===== src/rtl/core/ira_pkg.sv =====
package ira_pkg;

  localparam int VALUE_BITS = 32;
  localparam int RADIX_BITS = 6;
  localparam int DIGIT_BITS = 6;
  localparam int CHAR_BITS  = 8;
  localparam int STEP_BITS  = 8;

  localparam logic [RADIX_BITS-1:0] RADIX_MIN = RADIX_BITS'(2);
  localparam logic [RADIX_BITS-1:0] RADIX_MAX = RADIX_BITS'(36);

  localparam logic [CHAR_BITS-1:0] CHAR_MINUS = 8'h2d;
  localparam logic [CHAR_BITS-1:0] CHAR_ZERO  = 8'h30;
  localparam logic [CHAR_BITS-1:0] CHAR_LOW_A = 8'h61;
  localparam logic [CHAR_BITS-1:0] CHAR_NUL   = 8'h00;

  typedef struct packed {
    logic signed [VALUE_BITS-1:0] value;
    logic [RADIX_BITS-1:0]        radix;
  } in_t;

  typedef struct packed {
    logic [CHAR_BITS-1:0] ascii_char;
    logic                 last_char;
    logic                 bad_radix;
  } out_t;

  function automatic logic [CHAR_BITS-1:0] digit_char(input logic [DIGIT_BITS-1:0] d);
    logic [CHAR_BITS-1:0] c;
    begin
      if (d < DIGIT_BITS'(10)) begin
        c = CHAR_ZERO + CHAR_BITS'(d);
      end else if (d < DIGIT_BITS'(36)) begin
        c = CHAR_LOW_A + CHAR_BITS'(d) - CHAR_BITS'(10);
      end else begin
        c = CHAR_NUL;
      end
      return c;
    end
  endfunction

endpackage


===== src/rtl/core/ira_ram.sv =====
module ira_ram #(
  parameter int WIDTH = 6,
  parameter int DEPTH = 32
) (
  input  logic                     clk,
  input  logic                     wr_en,
  input  logic [$clog2(DEPTH)-1:0] wr_addr,
  input  logic [WIDTH-1:0]         wr_data,
  input  logic [$clog2(DEPTH)-1:0] rd_addr,
  output logic [WIDTH-1:0]         rd_data
);

  logic [WIDTH-1:0] mem [DEPTH];
  logic [WIDTH-1:0] rd_data_r;

  always_ff @(posedge clk) begin
    if (wr_en) begin
      mem[wr_addr] <= wr_data;
    end
    rd_data_r <= mem[rd_addr];
  end

  assign rd_data = rd_data_r;

endmodule


===== src/rtl/core/integer_to_radix_ascii.sv =====
// Signed integer to radix text, radix 2 to 36.
// Input: pulse start with in_data (value, radix); the item transfers when
// start is high and busy is low. busy stays high for the whole conversion.
// Output: one character per cycle marked by out_strobe, most significant
// first, with a leading '-' for negative values; last_char marks the end.
// The receiver cannot stall: every strobed result is taken in its cycle.
// An invalid radix gives one result (char 0, bad_radix set) in the cycle after
// the transfer, and busy never rises.
// Timing: each digit comes from a division of the quotient in the shared
// divider, which does eight restoring compare-subtract steps per cycle against the
// radix. Characters then leave one per cycle after a registered memory read.
// A minus sign leaves first, from the ST_PRE state that every conversion passes
// through, and adds no busy time. The last character leaves in the cycle after
// busy falls, when the next transfer may be taken.
// Reset (synchronous, rst_n low) returns the sequencer to idle and drops
// any strobe; digit memory contents are not cleared.
module integer_to_radix_ascii #(
  parameter int WORD_BITS = 32
) (
  input  logic          clk,
  input  logic          rst_n,
  input  logic          start,
  output logic          busy,
  input  ira_pkg::in_t  in_data,
  output logic          out_strobe,
  output ira_pkg::out_t out_data
);

  localparam int PASSES = (WORD_BITS + ira_pkg::STEP_BITS - 1) / ira_pkg::STEP_BITS;
  localparam int QW     = PASSES * ira_pkg::STEP_BITS;
  localparam int PW     = (PASSES > 1) ? $clog2(PASSES) : 1;
  localparam int CW     = $clog2(WORD_BITS + 1);
  localparam int AW     = $clog2(WORD_BITS);
  localparam int DB     = ira_pkg::DIGIT_BITS;
  localparam int RB     = ira_pkg::RADIX_BITS;

  localparam logic [1:0] ST_IDLE = 2'd0;
  localparam logic [1:0] ST_DIV  = 2'd1;
  localparam logic [1:0] ST_PRE  = 2'd2;
  localparam logic [1:0] ST_EMIT = 2'd3;

  logic [1:0]          state_r, state_nxt;
  logic [QW-1:0]       quo_r, quo_nxt;
  logic [DB-1:0]       rem_r, rem_nxt;
  logic [RB-1:0]       radix_r, radix_nxt;
  logic                neg_r, neg_nxt;
  logic [PW-1:0]       pass_r, pass_nxt;
  logic [CW-1:0]       cnt_r, cnt_nxt;
  logic                out_strobe_r, out_strobe_nxt;
  ira_pkg::out_t       out_data_r, out_data_nxt;

  logic [WORD_BITS-1:0] v_in;
  logic [WORD_BITS-1:0] mag_in;
  logic                 radix_bad;
  logic [QW-1:0]        quo_c;
  logic [DB-1:0]        rem_c;
  logic [DB:0]          trial;
  logic                 last_pass;
  logic                 wr_en;
  logic [CW-1:0]        rd_idx;
  logic [DB-1:0]        rd_digit;

  assign v_in      = WORD_BITS'(in_data.value);
  assign mag_in    = v_in[WORD_BITS-1] ? (~v_in + WORD_BITS'(1)) : v_in;
  assign radix_bad = (in_data.radix < ira_pkg::RADIX_MIN) ||
                     (in_data.radix > ira_pkg::RADIX_MAX);
  assign last_pass = (pass_r == PW'(PASSES - 1));

  always_comb begin
    quo_c = quo_r;
    rem_c = rem_r;
    trial = '0;
    for (int k = 0; k < ira_pkg::STEP_BITS; k++) begin
      trial = {rem_c, quo_c[QW-1]};
      quo_c = {quo_c[QW-2:0], 1'b0};
      if (trial >= {1'b0, radix_r}) begin
        trial    = trial - {1'b0, radix_r};
        quo_c[0] = 1'b1;
      end
      rem_c = trial[DB-1:0];
    end
  end

  assign wr_en  = (state_r == ST_DIV) && last_pass;
  assign rd_idx = (state_r == ST_PRE) ? (cnt_r - CW'(1)) : (cnt_r - CW'(2));

  ira_ram #(
    .WIDTH(DB),
    .DEPTH(WORD_BITS)
  ) u_digits (
    .clk    (clk),
    .wr_en  (wr_en),
    .wr_addr(cnt_r[AW-1:0]),
    .wr_data(rem_c),
    .rd_addr(rd_idx[AW-1:0]),
    .rd_data(rd_digit)
  );

  always_comb begin
    state_nxt      = state_r;
    quo_nxt        = quo_r;
    rem_nxt        = rem_r;
    radix_nxt      = radix_r;
    neg_nxt        = neg_r;
    pass_nxt       = pass_r;
    cnt_nxt        = cnt_r;
    out_strobe_nxt = 1'b0;
    out_data_nxt   = out_data_r;
    unique case (state_r)
      ST_IDLE: begin
        if (start) begin
          if (radix_bad) begin
            out_strobe_nxt          = 1'b1;
            out_data_nxt.ascii_char = ira_pkg::CHAR_NUL;
            out_data_nxt.last_char  = 1'b1;
            out_data_nxt.bad_radix  = 1'b1;
          end else begin
            quo_nxt   = QW'(mag_in);
            rem_nxt   = '0;
            radix_nxt = in_data.radix;
            neg_nxt   = v_in[WORD_BITS-1];
            pass_nxt  = '0;
            cnt_nxt   = '0;
            state_nxt = ST_DIV;
          end
        end
      end
      ST_DIV: begin
        quo_nxt  = quo_c;
        rem_nxt  = rem_c;
        pass_nxt = pass_r + PW'(1);
        if (last_pass) begin
          rem_nxt  = '0;
          pass_nxt = '0;
          cnt_nxt  = cnt_r + CW'(1);
          if ((quo_c == '0) || (cnt_r == CW'(WORD_BITS - 1))) begin
            state_nxt = ST_PRE;
          end
        end
      end
      ST_PRE: begin
        if (neg_r) begin
          out_strobe_nxt          = 1'b1;
          out_data_nxt.ascii_char = ira_pkg::CHAR_MINUS;
          out_data_nxt.last_char  = 1'b0;
          out_data_nxt.bad_radix  = 1'b0;
        end
        state_nxt = ST_EMIT;
      end
      ST_EMIT: begin
        out_strobe_nxt          = 1'b1;
        out_data_nxt.ascii_char = ira_pkg::digit_char(rd_digit);
        out_data_nxt.last_char  = (cnt_r == CW'(1));
        out_data_nxt.bad_radix  = 1'b0;
        cnt_nxt                 = cnt_r - CW'(1);
        if (cnt_r == CW'(1)) begin
          state_nxt = ST_IDLE;
        end
      end
      default: begin
        state_nxt = ST_IDLE;
      end
    endcase
  end

  always_ff @(posedge clk) begin
    if (!rst_n) begin
      state_r      <= ST_IDLE;
      out_strobe_r <= 1'b0;
      quo_r        <= '0;
      neg_r        <= 1'b0;
      cnt_r        <= '0;
    end else begin
      state_r      <= state_nxt;
      out_strobe_r <= out_strobe_nxt;
      quo_r        <= quo_nxt;
      neg_r        <= neg_nxt;
      cnt_r        <= cnt_nxt;
    end
    rem_r      <= rem_nxt;
    radix_r    <= radix_nxt;
    pass_r     <= pass_nxt;
    out_data_r <= out_data_nxt;
  end

  assign busy       = (state_r != ST_IDLE);
  assign out_strobe = out_strobe_r;
  assign out_data   = out_data_r;

endmodule


===== config.mk =====
export PLATFORM = sky130hd
export DESIGN_NAME = integer_to_radix_ascii
export DESIGN_NICKNAME = d
export VERILOG_FILES = /design/src/rtl/core/ira_pkg.sv /design/src/rtl/core/ira_ram.sv /design/src/rtl/core/integer_to_radix_ascii.sv
export SDC_FILE = /design/constraint.sdc
export NUM_CORES = 1
export LEC_CHECK = 0
export BUFFER_PORTS_ARGS = -buffer_cell sky130_fd_sc_hd__buf_4
export CORE_MARGIN = 2
export CORE_UTILIZATION = 60
export CTS_CLUSTER_SIZE = 40
export DETAILED_ROUTE_END_ITERATION = 7
export PLACE_DENSITY_LB_ADDON = 0.15
export SYNTH_ARGS = -nofsm -noshare
export SYNTH_HDL_FRONTEND = slang
export SYNTH_SLANG_ARGS = --single-unit

===== constraint.sdc =====
create_clock -name clk -period 22.3 [get_ports clk]
set_input_delay 4.46 -clock clk [delete_from_list [all_inputs] [get_ports clk]]
set_output_delay 4.46 -clock clk [all_outputs]
set_load 0.005 [all_outputs]

# Word-level counts from Yosys, hierarchy flattened
# Memories as Yosys holds them, arrays and structs flattened. A register that Yosys moved wholly into a read port is not among the register bits.
# Cells that the tools add are included.
# totals
regBits,66
ramBits,192
in_bits,41
wordCells,118
memories,1
# op_classes
addsub,16
magnitude_cmp,12
eq_ne,13
muxes,49
bitwise_logic,2
reduce_logical,14
# memory_table
name,words,width,rd,rd_ports_with_merged_regs,write_ports,line,rtl
u_digits.mem,32,6,1,1,1,ira_ram.sv:13,logic [WIDTH-1:0] mem [DEPTH];
# op_table
cell,count
$mux 32,3
$mux 6,12
$pmux 32 s2,1
$ge 7x6->1,8
$sub 6x6->6,8
$add 32x1->32 const B,1
$logic_not 32->1,1
$not 32->32,1
$mux 10,3
$pmux 10 s3,1
$pmux 6 s3,1
$mux 2,8
$mux 8,2
$mux 1,13
$ne 2x2->1 const B,6
$pmux 6 s2,1
$add 7x6->8 const A,1
$pmux 2 s4,1
$reduce_and 4->1,2
$sub 8x4->8 const B,1
$add 6x6->7 const A,1
$add 6x1->6 const B,1
$eq 2x2->1 const B,3
$eq 6x1->1 const B,1
other kinds (21),25

# Depth between registers and ports, before layout
# Gate-level depths: netlist of the first run.
# logic_depth
word_depth,21
depth_mapped,81

# Cells and area by module
# Synthesis of the first run repeated with hierarchy kept, for this count alone.
# hier_totals
cells_unflattened,1205
area_unflattened_um2,14646.5
# by_module_without_submodules
module,instances,cells_each,area_each_um2,seq_area_each_um2
ira_ram,1,323,7589.8,5885.6
integer_to_radix_ascii,1,882,7056.8,1561.5

# Worst setup path before layout of the first run
# Ideal clock, no wire load.
# synth_path
path_kind,register to register
start,register radix_r[1]
end,"register rem_r[0], data pin"
arrival_ns,17.182
path_slack_ns,4.957
stages_incl_launch_ff,77
period_less_slack_ns,17.343
cell_sequence,edfxtp_1 > inv_1 > ha_1 > nand3b_1 > nand2_1 > o21ai_1 > nand2_1 > o21ai_0 > inv_1 > ha_1 > nor2b_1 > o31ai_1 > a21oi_1 > a221o_1 > nor2_1 > a21boi_0 > ha_1 > nor2b_1 > [... 41 more ...] > a21o_1 > a21o_1 > a31o_2 > a21oi_1 > o41ai_1 > or3_1 > buf_4 > mux2i_1 > ha_1 > a21o_1 > a21o_1 > a21o_1 > a21o_1 > a31o_2 > a21oi_1 > o211ai_4 > mux2i_1 > nor3b_1
# synth_via
elab_chain_cells,18
elab_cells_between_ends,25
# synth_rtl
element,line,rtl
from (decl),integer_to_radix_ascii.sv:45,"logic [RB-1:0] radix_r, radix_nxt;"
from (signal assigned),integer_to_radix_ascii.sv:181,radix_r <= radix_nxt;
$sub 6x6->6 / $ge 7x6->1 (equally long branches),"integer_to_radix_ascii.sv:77, integer_to_radix_ascii.sv:76",
$mux 6,integer_to_radix_ascii.sv:76,"if (trial >= {1'b0, radix_r}) begin"
$sub 6x6->6 / $ge 7x6->1 (equally long branches),"integer_to_radix_ascii.sv:77, integer_to_radix_ascii.sv:76",
$mux 6,integer_to_radix_ascii.sv:76,
$sub 6x6->6 / $ge 7x6->1 (equally long branches),"integer_to_radix_ascii.sv:77, integer_to_radix_ascii.sv:76",
$mux 6,integer_to_radix_ascii.sv:76,
$sub 6x6->6 / $ge 7x6->1 (equally long branches),"integer_to_radix_ascii.sv:77, integer_to_radix_ascii.sv:76",
$mux 6,integer_to_radix_ascii.sv:76,
[... 3 more ...],-,
$mux 6,integer_to_radix_ascii.sv:76,
$sub 6x6->6 / $ge 7x6->1 (equally long branches),"integer_to_radix_ascii.sv:77, integer_to_radix_ascii.sv:76",
$mux 6,integer_to_radix_ascii.sv:76,
$ge 7x6->1 (*),integer_to_radix_ascii.sv:76,
$mux 6 (*),integer_to_radix_ascii.sv:76,
via trial[0],integer_to_radix_ascii.sv:57,logic [DB:0] trial;
$mux 6 (*),integer_to_radix_ascii.sv:132,if (last_pass) begin
$pmux 6 s2 (*),integer_to_radix_ascii.sv:109,unique case (state_r)
to (signal assigned),integer_to_radix_ascii.sv:180,rem_r <= rem_nxt;
to (decl),integer_to_radix_ascii.sv:44,"logic [DB-1:0] rem_r, rem_nxt;"
# Mark *: on every way through the listed nets, which the timed path passes. The rest lies on a longest branch.
# A chain may end at the register's enable or synchronous reset.

# Worst setup path in the final report of the first run
# Ends and elaborated chain as after synthesis.

==> key figures, run 1 <==
Finish
  – Sequential cell area: 7450 sq um
  – Core Util, Final: 67.5%
  – Number of filler cells placed in the layout: 1,706
  – Area occupied by multi-input gates: 6480 sq um
  – Area growth from synthesis to layout: 10.7%
  – Number of nets in the layout: 1,324
  – Commonest cells after routing, fill and taps aside: edfxtp_1 (216), nor2_1 (114), a21oi_1 (74)
  – Inserted Diodes: 0
  – Layout cell share with drive strength beyond 1: 17.0%
  – Most common library cell in the layout ignoring fill and taps: edfxtp_1

Clock tree
  – Number of sinks on the clock net: 264
  – Clk root buf: clkbuf_16
  – CTS HTree Levels: 1
  – CTS Hold Bufs: 0
  – Post-CTS setup buffer count: 0
  – Post-CTS sizing: 0
  – Number of buffers added by the clock tree synthesis step: 27
  – Deepest clock path buffer count: 3
  – Clock transition at path regs: 0.06 ns
  – Clock latency on the worst-skew pair: 0.53 ns
  – CTS tree: done

Outcome
  – Run status: completed

Worst hold path
  – Class of the most critical hold timing path: flop to flop

Logic synthesis
  – Top cell type by total area after synthesis: edfxtp_1
  – Fraction of registers with async set/reset: 0%
  – Gate Count Post-Synth: 1,167
  – Synthesized net count: 1,283
  – Synth Cell Area: 14,300 sq um
  – Synth cell types: 69
  – Leading post-synthesis cells by cell area: edfxtp_1 (45%), mux4_2 (9.5%), dfxtp_1 (6.7%)
  – Average cell area after synthesis: 12.2 sq um
  – Synth top area share: 45.4%
  – Number of warnings issued by yosys: 0
  – Number of flops mapped to enable cells by yosys: 216
  – Fraction of the yosys area taken by sequential cells: 52.1%
  – Count of state elements after synthesis: 264
  – Most used DFF post-synth: edfxtp_1

Route
  – DR vias/cell: 6.05
  – Iteration count of the initial detailed-routing pass: 4
  – Count of antenna-violating nets left after detailed routing: 0
  – Average detailed-routed wire length per instance: 20.6 um
  – Number of DRC markers in iteration 0: 733
  – Final WL: 31,900 um
  – DRC: 0
  – Via Count: 9,361

Critical path
  – Largest fanout on the critical path: 33
  – Start-to-end type of the worst setup path: flop to flop
  – Sort of element at the start of the critical path: flop
  – Critical Path RT: 22.66 ns
  – Critical Path End Type: flop
  – Worst path slowest cell: edfxtp_1
  – Arrival time of the worst setup path: 19.68 ns
  – Reg2reg setup slack: 2.97 ns
  – Worst path most repeated cell: ha_1
  – Maximum single-stage delay on the critical path: 0.69 ns

STA
  – Worst Clk Skew: 0.0314 ns
  – Final hold violations: 0
  – Normalized max-slew margin: 18.0%
  – Unrepaired setup endpoints after global routing: no
  – Final Max Slew Viols: 0
  – F_max: 51.7 MHz
  – Post-route setup TNS: 0 ns
  – Period utilization: 86.7%
  – Count of final setup violators: 0
  – Transition time at the pin with the least slew margin: 1.22 ns
  – Final Critical Period: 19.33 ns

Floorplanning
  – Top-level I/O count: 53
  – Standard-cell row count: 56
  – Chip Width: 158 um
  – Floorplan core area: 23,400 sq um
  – Die height: 158 um
  – Total die area: 25,100 sq um
  – Starting Density: 61.0%

Global routing
  – Vias in the first global route: 9,144
  – Global-route wire length before repair: 49,800 um
  – Number of antenna violations at the first check in global routing: 0
  – Global router's overall resource usage: 26.1%
  – Pin count of the biggest net entering global routing: 71
  – Total global routing overflow: 0

Placed design
  – Placer congestion estimate: 0.900
  – Half-perimeter wire length after placement: 22,400 um
  – Number of I/O port buffers: 52

Job
  – # Max-Cap Violations: 0
[registers in the layout (all words and copies together), names as in the netlist]
name,flops
cnt_r,6
neg_r,1
out_data,10
out_strobe,1
pass_r,2
quo_r,32
radix_r,6
rem_r,6
state_r,2
u_digits.mem,192
u_digits.rd_data,6
[cell type report]
cell class,count,area share (%)
flip-flops and latches,264,47.1
multi-input cells,798,41.0
clock buffers,30,4.35
repair buffers,61,2.90
well taps,319,2.52
inverters,56,1.33
clock inverters,20,0.799
[worst paths after layout]
check | start | cells past startpoint | to
setup / recovery | radix_r[1] | 76 | rem_r[0]
hold / removal | quo_r[0] | 2 | quo_r[0]
setup reg to reg | radix_r[1] | 76 | rem_r[0]
hold reg to reg | quo_r[0] | 2 | quo_r[0]
[through the flow]
stage / area, sq um / hold slack [ns] / setup slack, ns / instances
5_1_grt: 15800 / 0.523 / 1.47 / 1548
4_1_cts: 15800 / 0.490 / 3.16 / 1548
3_5_place_dp: 15000 / 0.482 / 3.26 / 1498
6_report: 15800 / 0.496 / 2.97 / 1548
2_1_floorplan: 14300 / 0.450 / 4.96 / 1167
3_3_place_gp: 15000 / 0.478 / 3.75 / 1498
[Yosys cell counts, types with 16 or more instances]
cell	instances
nor2b_1	16
xor2_1	40
ha_1	67
o21ai_0	50
nor2_1	114
a21oi_1	75
a21o_1	17
dfxtp_1	48
edfxtp_1	216
clkbuf_1	37
and2_1	18
nand2_1	70
nand3_1	20
mux4_2	60
xnor2_1	22
mux2i_1	17
inv_1	56
nor3_1	23
[cells by family after synthesis]
logic type	synth area share, %
simple gates	11.0
flops	52.1
compound gates	10.7
buf+inv	2.79
mux	12.6
fa+ha+maj	6.99
xor+xnor	3.80
[critical path, delay by kind of cell (launching register included)]
kind            cells  cell delay, ns
compound gates     36            8.40
fa+ha+maj           8            2.33
buf+inv             6            1.06
flops               1            0.69
mux                 5            1.72
simple gates       21            4.89
[per-layer routing]
metal	vias up	global-route usage [%]	wire length (um)
li1	4499	-	-
met1	4552	33.3	13300
met2	251	45.8	16200
met3	59	2.64	1260
met4	0	10.4	1120
met5	-	0	0
Power of run 1 is left out: the tool's default activity adds up to more than one toggle a clock period on the data nets, which glitch-free logic cannot reach.
==> inputs of run 2 (changes only) <==
--- a/config.mk
+++ b/config.mk
@@ -11,6 +11,7 @@
 export CTS_CLUSTER_SIZE = 40
 export DETAILED_ROUTE_END_ITERATION = 7
 export PLACE_DENSITY_LB_ADDON = 0.15
+export REMOVE_ABC_BUFFERS = 1
 export SYNTH_ARGS = -nofsm -noshare
 export SYNTH_HDL_FRONTEND = slang
 export SYNTH_SLANG_ARGS = --single-unit
==> key figures, run 2 (synthesis gave the netlist of run 1 again) <==
Critical path
  – Reg-to-Reg Start: radix_r[1]
  – Start-to-end type of the worst setup path: flop to flop
  – Logic depth of the worst register-to-register path: 75
  – Reg2reg setup slack: 2.88 ns
  – Worst path slowest cell: nor3_1
  – Critical Path RT: 22.56 ns
  – Largest fanout on the critical path: 33
  – Worst path most repeated cell: ha_1
  – Arrival time of the worst setup path: 19.68 ns
  – Critical Path End Type: flop
  – Maximum single-stage delay on the critical path: 0.69 ns
  – Capture point of the worst reg-to-reg path: rem_r[5]
  – Sort of element at the start of the critical path: flop

Placed design
  – Number of I/O port buffers: 52
  – Half-perimeter wire length after placement: 22,700 um
  – Placer congestion estimate: 0.926

Clock tree
  – Post-CTS sizing: 0
  – Clock latency on the worst-skew pair: 0.53 ns
  – CTS tree: done
  – Number of sinks on the clock net: 264
  – CTS Hold Bufs: 0
  – Clk root buf: clkbuf_16
  – Post-CTS setup buffer count: 0
  – CTS HTree Levels: 1
  – Number of buffers added by the clock tree synthesis step: 27
  – Clock transition at path regs: 0.07 ns
  – Deepest clock path buffer count: 3

STA
  – Unrepaired setup endpoints after global routing: no
  – Final Max Slew Viols: 0
  – Normalized max-slew margin: 14.4%
  – Count of final setup violators: 0
  – Post-route setup TNS: 0 ns
  – Period utilization: 87.1%
  – Final hold violations: 0
  – Worst Clk Skew: 0.0106 ns
  – Final Critical Period: 19.42 ns
  – Transition time at the pin with the least slew margin: 1.27 ns
  – F_max: 51.5 MHz

Outcome
  – Run status: completed

Finish
  – Most common library cell in the layout ignoring fill and taps: edfxtp_1
  – Area growth from synthesis to layout: 10.7%
  – Layout cell share with drive strength beyond 1: 17.0%
  – Inserted Diodes: 0
  – Number of nets in the layout: 1,324
  – Commonest cells after routing, fill and taps aside: edfxtp_1 (216), nor2_1 (114), a21oi_1 (74)
  – Flip-flop count of the largest register after layout: 192
  – Register with the most flip-flops: u_digits.mem

Route
  – Final WL: 32,400 um
  – Total met2 wirelength after detailed routing: 16,300 um
  – DR vias/cell: 6.13
  – Routed length on met3: 1620 um
  – Iteration count of the initial detailed-routing pass: 7
  – Met1 routed wirelength after detailed routing: 13,400 um
  – Via Count: 9,471
  – Top sig layer: met4
  – Average detailed-routed wire length per instance: 20.9 um
  – Count of antenna-violating nets left after detailed routing: 0
  – DRC: 0
  – Number of DRC markers in iteration 0: 716

Worst hold path
  – Depth of the worst hold-timing path: 2
  – Hold EP: state_r[0]
  – Class of the most critical hold timing path: flop to flop
  – Origin of the worst min-delay path: state_r[0]

Job
  – # Max-Cap Violations: 0

Floorplanning
  – Top-level I/O count: 53
  – Die height: 158 um
  – Floorplan core area: 23,400 sq um
  – Chip Width: 158 um
  – Total die area: 25,100 sq um
  – Starting Density: 61.0%
  – Standard-cell row count: 56

Global routing
  – Total global routing overflow: 0
  – Vias in the first global route: 9,449
  – Pin count of the biggest net entering global routing: 71
  – Number of antenna violations at the first check in global routing: 0
  – Global router's overall resource usage: 26.6%
  – Global-route wire length before repair: 50,900 um
run 2: cell types whose count changed in the layout (fill, tap and decap cells not counted):
cell / delta
clkinv_2: -6
clkinv_1: -4
clkinv_4: +3
inv_6: -2
clkbuf_1: +3
inv_8: +1
clkinvlp_4: +3
run 2: worst max path at each step:
stage | to | cells past startpoint | from | slack (ns)
after floorplan | rem_r[0] | 74 | radix_r[1] | 4.94
after global placement | rem_r[5] | 74 | radix_r[1] | 3.72
after detailed placement | rem_r[5] | 75 | radix_r[1] | 3.08
after CTS | rem_r[5] | 75 | radix_r[1] | 2.98
after global routing | rem_r[0] | 75 | radix_r[1] | 1.29
final | rem_r[5] | 75 | radix_r[1] | 2.88
run 2: layout make-up:
type | count | area [sq um]
fill | 1734 | 7590
sequential | 264 | 7450
inverter | 56 | 210
timing repair buffer | 61 | 458
clock inverter | 15 | 124
multi-input combinational | 798 | 6480
tap | 319 | 399
clock buffer | 33 | 698
run 2: routing by layer:
| metal | vias to the layer above | track usage, % |
|---|---|---|
| met3 | 58 | 2.89 |
| met5 | - | 0 |
| met4 | 0 | 9.31 |
| li1 | 4479 | - |
| met2 | 310 | 46.4 |
| met1 | 4624 | 34.8 |
run 2: worst max-delay path, delay by kind of cell (launching register included):
kind,cells,cell delay [ns]
AND/OR/NAND/NOR,21,4.89
adder cells (fa/ha/maj),8,2.36
AO/OA/AOI/OAI,36,8.42
multiplexers,5,2.04
buffers and inverters,5,0.71
flip-flops,1,0.67
run 2: metrics by stage:
| stage | cell area [sq um] | utilization, % | cells | setup slack [ns] | hold WS [ns] |
|---|---|---|---|---|---|
| after detailed placement | 15000 | 64.1 | 1498 | 3.08 | 0.495 |
| after global placement | 15000 | 64.1 | 1498 | 3.72 | 0.478 |
| after global routing | 15800 | 67.6 | 1546 | 1.29 | 0.528 |
| after floorplan | 14100 | - | 1118 | 4.94 | 0.450 |
| final | 15800 | 67.6 | 1546 | 2.88 | 0.509 |
| after CTS | 15800 | 67.6 | 1546 | 2.98 | 0.508 |
Power of run 2 is left out for the same reason.
==> inputs of run 3 (changes only) <==
--- a/config.mk
+++ b/config.mk
@@ -6,8 +6,11 @@
 export NUM_CORES = 1
 export LEC_CHECK = 0
 export BUFFER_PORTS_ARGS = -buffer_cell sky130_fd_sc_hd__buf_4
+export CELL_PAD_IN_SITES_DETAIL_PLACEMENT = 1
+export CELL_PAD_IN_SITES_GLOBAL_PLACEMENT = 2
 export CORE_MARGIN = 2
-export CORE_UTILIZATION = 60
+export CORE_UTILIZATION = 44
+export CTS_BUF_LIST = sky130_fd_sc_hd__clkbuf_8 sky130_fd_sc_hd__clkbuf_16
 export CTS_CLUSTER_SIZE = 40
 export DETAILED_ROUTE_END_ITERATION = 7
 export PLACE_DENSITY_LB_ADDON = 0.15
==> key figures, run 3 (synthesis gave the netlist of run 1 again) <==
Outcome
  – Run status: completed

Critical path
  – Critical path launch point: radix_r[1]
  – Critical Path End Type: flop
  – Reg2reg setup slack: 2.15 ns
  – Worst path most repeated cell: ha_1
  – Maximum single-stage delay on the critical path: 0.77 ns
  – Critical Path RT: 22.68 ns
  – Worst path slowest cell: mux2i_2
  – Endpoint of the worst setup timing path: rem_r[0]
  – Largest fanout on the critical path: 17
  – Sort of element at the start of the critical path: flop
  – Reg-to-Reg Start: radix_r[1]
  – Arrival time of the worst setup path: 20.52 ns
  – Logic depth of the worst register-to-register path: 76
  – Capture point of the worst reg-to-reg path: rem_r[0]
  – Start-to-end type of the worst setup path: flop to flop

Route
  – Number of DRC markers in iteration 0: 537
  – Iteration count of the initial detailed-routing pass: 5
  – Average detailed-routed wire length per instance: 22.1 um
  – Count of antenna-violating nets left after detailed routing: 0
  – DR vias/cell: 5.66
  – Final WL: 37,000 um
  – Via Count: 9,453
  – DRC: 0

STA
  – Transition time at the pin with the least slew margin: 1.16 ns
  – Post-route setup TNS: 0 ns
  – Normalized max-slew margin: 21.8%
  – Final Critical Period: 20.15 ns
  – Worst Clk Skew: 0.0259 ns
  – Final Max Slew Viols: 0
  – Final hold violations: 0
  – Period utilization: 90.3%
  – F_max: 49.6 MHz
  – Unrepaired setup endpoints after global routing: no
  – Count of final setup violators: 0

Global routing
  – Pin count of the biggest net entering global routing: 71
  – Global-route wire length before repair: 58,100 um
  – Total global routing overflow: 0
  – Number of antenna violations at the first check in global routing: 0
  – Global router's overall resource usage: 22.4%
  – Vias in the first global route: 10,100

Finish
  – Inserted Diodes: 0
  – Most common library cell in the layout ignoring fill and taps: edfxtp_1
  – Flip-flop count of the largest register after layout: 192
  – Register with the most flip-flops: u_digits.mem
  – Area of all placed cells without fillers: 16,100 sq um
  – Number of nets in the layout: 1,329
  – Number of filler cells placed in the layout: 3,290
  – Area growth from synthesis to layout: 12.5%
  – Commonest cells after routing, fill and taps aside: edfxtp_1 (216), nor2_1 (114), a21oi_1 (74)
  – Layout cell share with drive strength beyond 1: 17.3%

Floorplanning
  – Starting Density: 44.9%
  – Chip Width: 184 um
  – Total die area: 33,900 sq um
  – Floorplan core area: 31,800 sq um
  – Standard-cell row count: 65
  – Die height: 184 um
  – Top-level I/O count: 53

Clock tree
  – Clock transition at path regs: 0.06 ns
  – CTS tree: done
  – Post-CTS sizing: 0
  – Number of sinks on the clock net: 264
  – Number of buffers added by the clock tree synthesis step: 29
  – Clk root buf: clkbuf_16
  – Post-CTS setup buffer count: 0
  – CTS Hold Bufs: 0
  – Deepest clock path buffer count: 3
  – CTS HTree Levels: 1
  – Clock latency on the worst-skew pair: 0.55 ns

Worst hold path
  – Class of the most critical hold timing path: flop to flop

Placed design
  – Placer congestion estimate: 0.839
  – Half-perimeter wire length after placement: 26,600 um
  – Number of I/O port buffers: 52
  – DP Area: 15,200 sq um

Job
  – # Max-Cap Violations: 0
-- run 3: cell types whose count changed in the layout (fill, tap and decap cells not counted), moves of 2 or more --
cell | previous run | this run
clkinvlp_4 | 3 | 1
clkbuf_1 | 6 | 0
buf_4 | 61 | 64
clkbuf_16 | 27 | 29
clkinv_2 | 2 | 4
inv_6 | 0 | 2
inv_1 | 56 | 63
clkinv_4 | 4 | 1
-- run 3: final cells by class --
cell class,count,area [sq um],area share [%]
clock buffer,30,739,4.60
timing repair buffer,64,480,2.99
sequential,264,7450,46.3
multi-input combinational,798,6480,40.3
inverter,56,210,1.31
tap,435,544,3.39
clock inverter,23,170,1.06
-- run 3: how the worst min path moves through the flow --
stage               from        end  cells after the start
2_1_floorplan   quo_r[0]   quo_r[0]                      2
3_3_place_gp   quo_r[28]  quo_r[28]                      2
4_1_cts         quo_r[0]   quo_r[0]                      2
3_5_place_dp    quo_r[0]   quo_r[0]                      2
6_report        quo_r[0]   quo_r[0]                      2
5_1_grt         quo_r[0]   quo_r[0]                      2
-- run 3: critical path, delay by kind of cell (launching register included) --
kind | cells | cell delay, ns
AND/OR/NAND/NOR | 19 | 4.65
multiplexers | 5 | 2.31
adder cells (fa/ha/maj) | 8 | 2.43
buffers and inverters | 7 | 1.24
AO/OA/AOI/OAI | 37 | 8.63
flip-flops | 1 | 0.68
-- run 3: through the flow --
step	setup slack (ns)	util (%)	hold slack, ns	instances
4_1_cts	2.28	50.5	0.505	1670
3_3_place_gp	3.02	47.7	0.486	1617
2_1_floorplan	4.94	-	0.450	1118
6_report	2.15	50.5	0.504	1670
5_1_grt	0.528	50.5	0.533	1670
3_5_place_dp	2.36	47.7	0.488	1617
-- run 3: metal layers --
layer / part of all wire (%) / track usage (%) / wire length, um
met1: 44 / 29.0 / 16300
met2: 50 / 40.0 / 18700
met3: 3.0 / 2.33 / 1110
met4: 2.4 / 5.82 / 875
met5: 0 / 0 / 0
Power of run 3 is left out for the same reason.
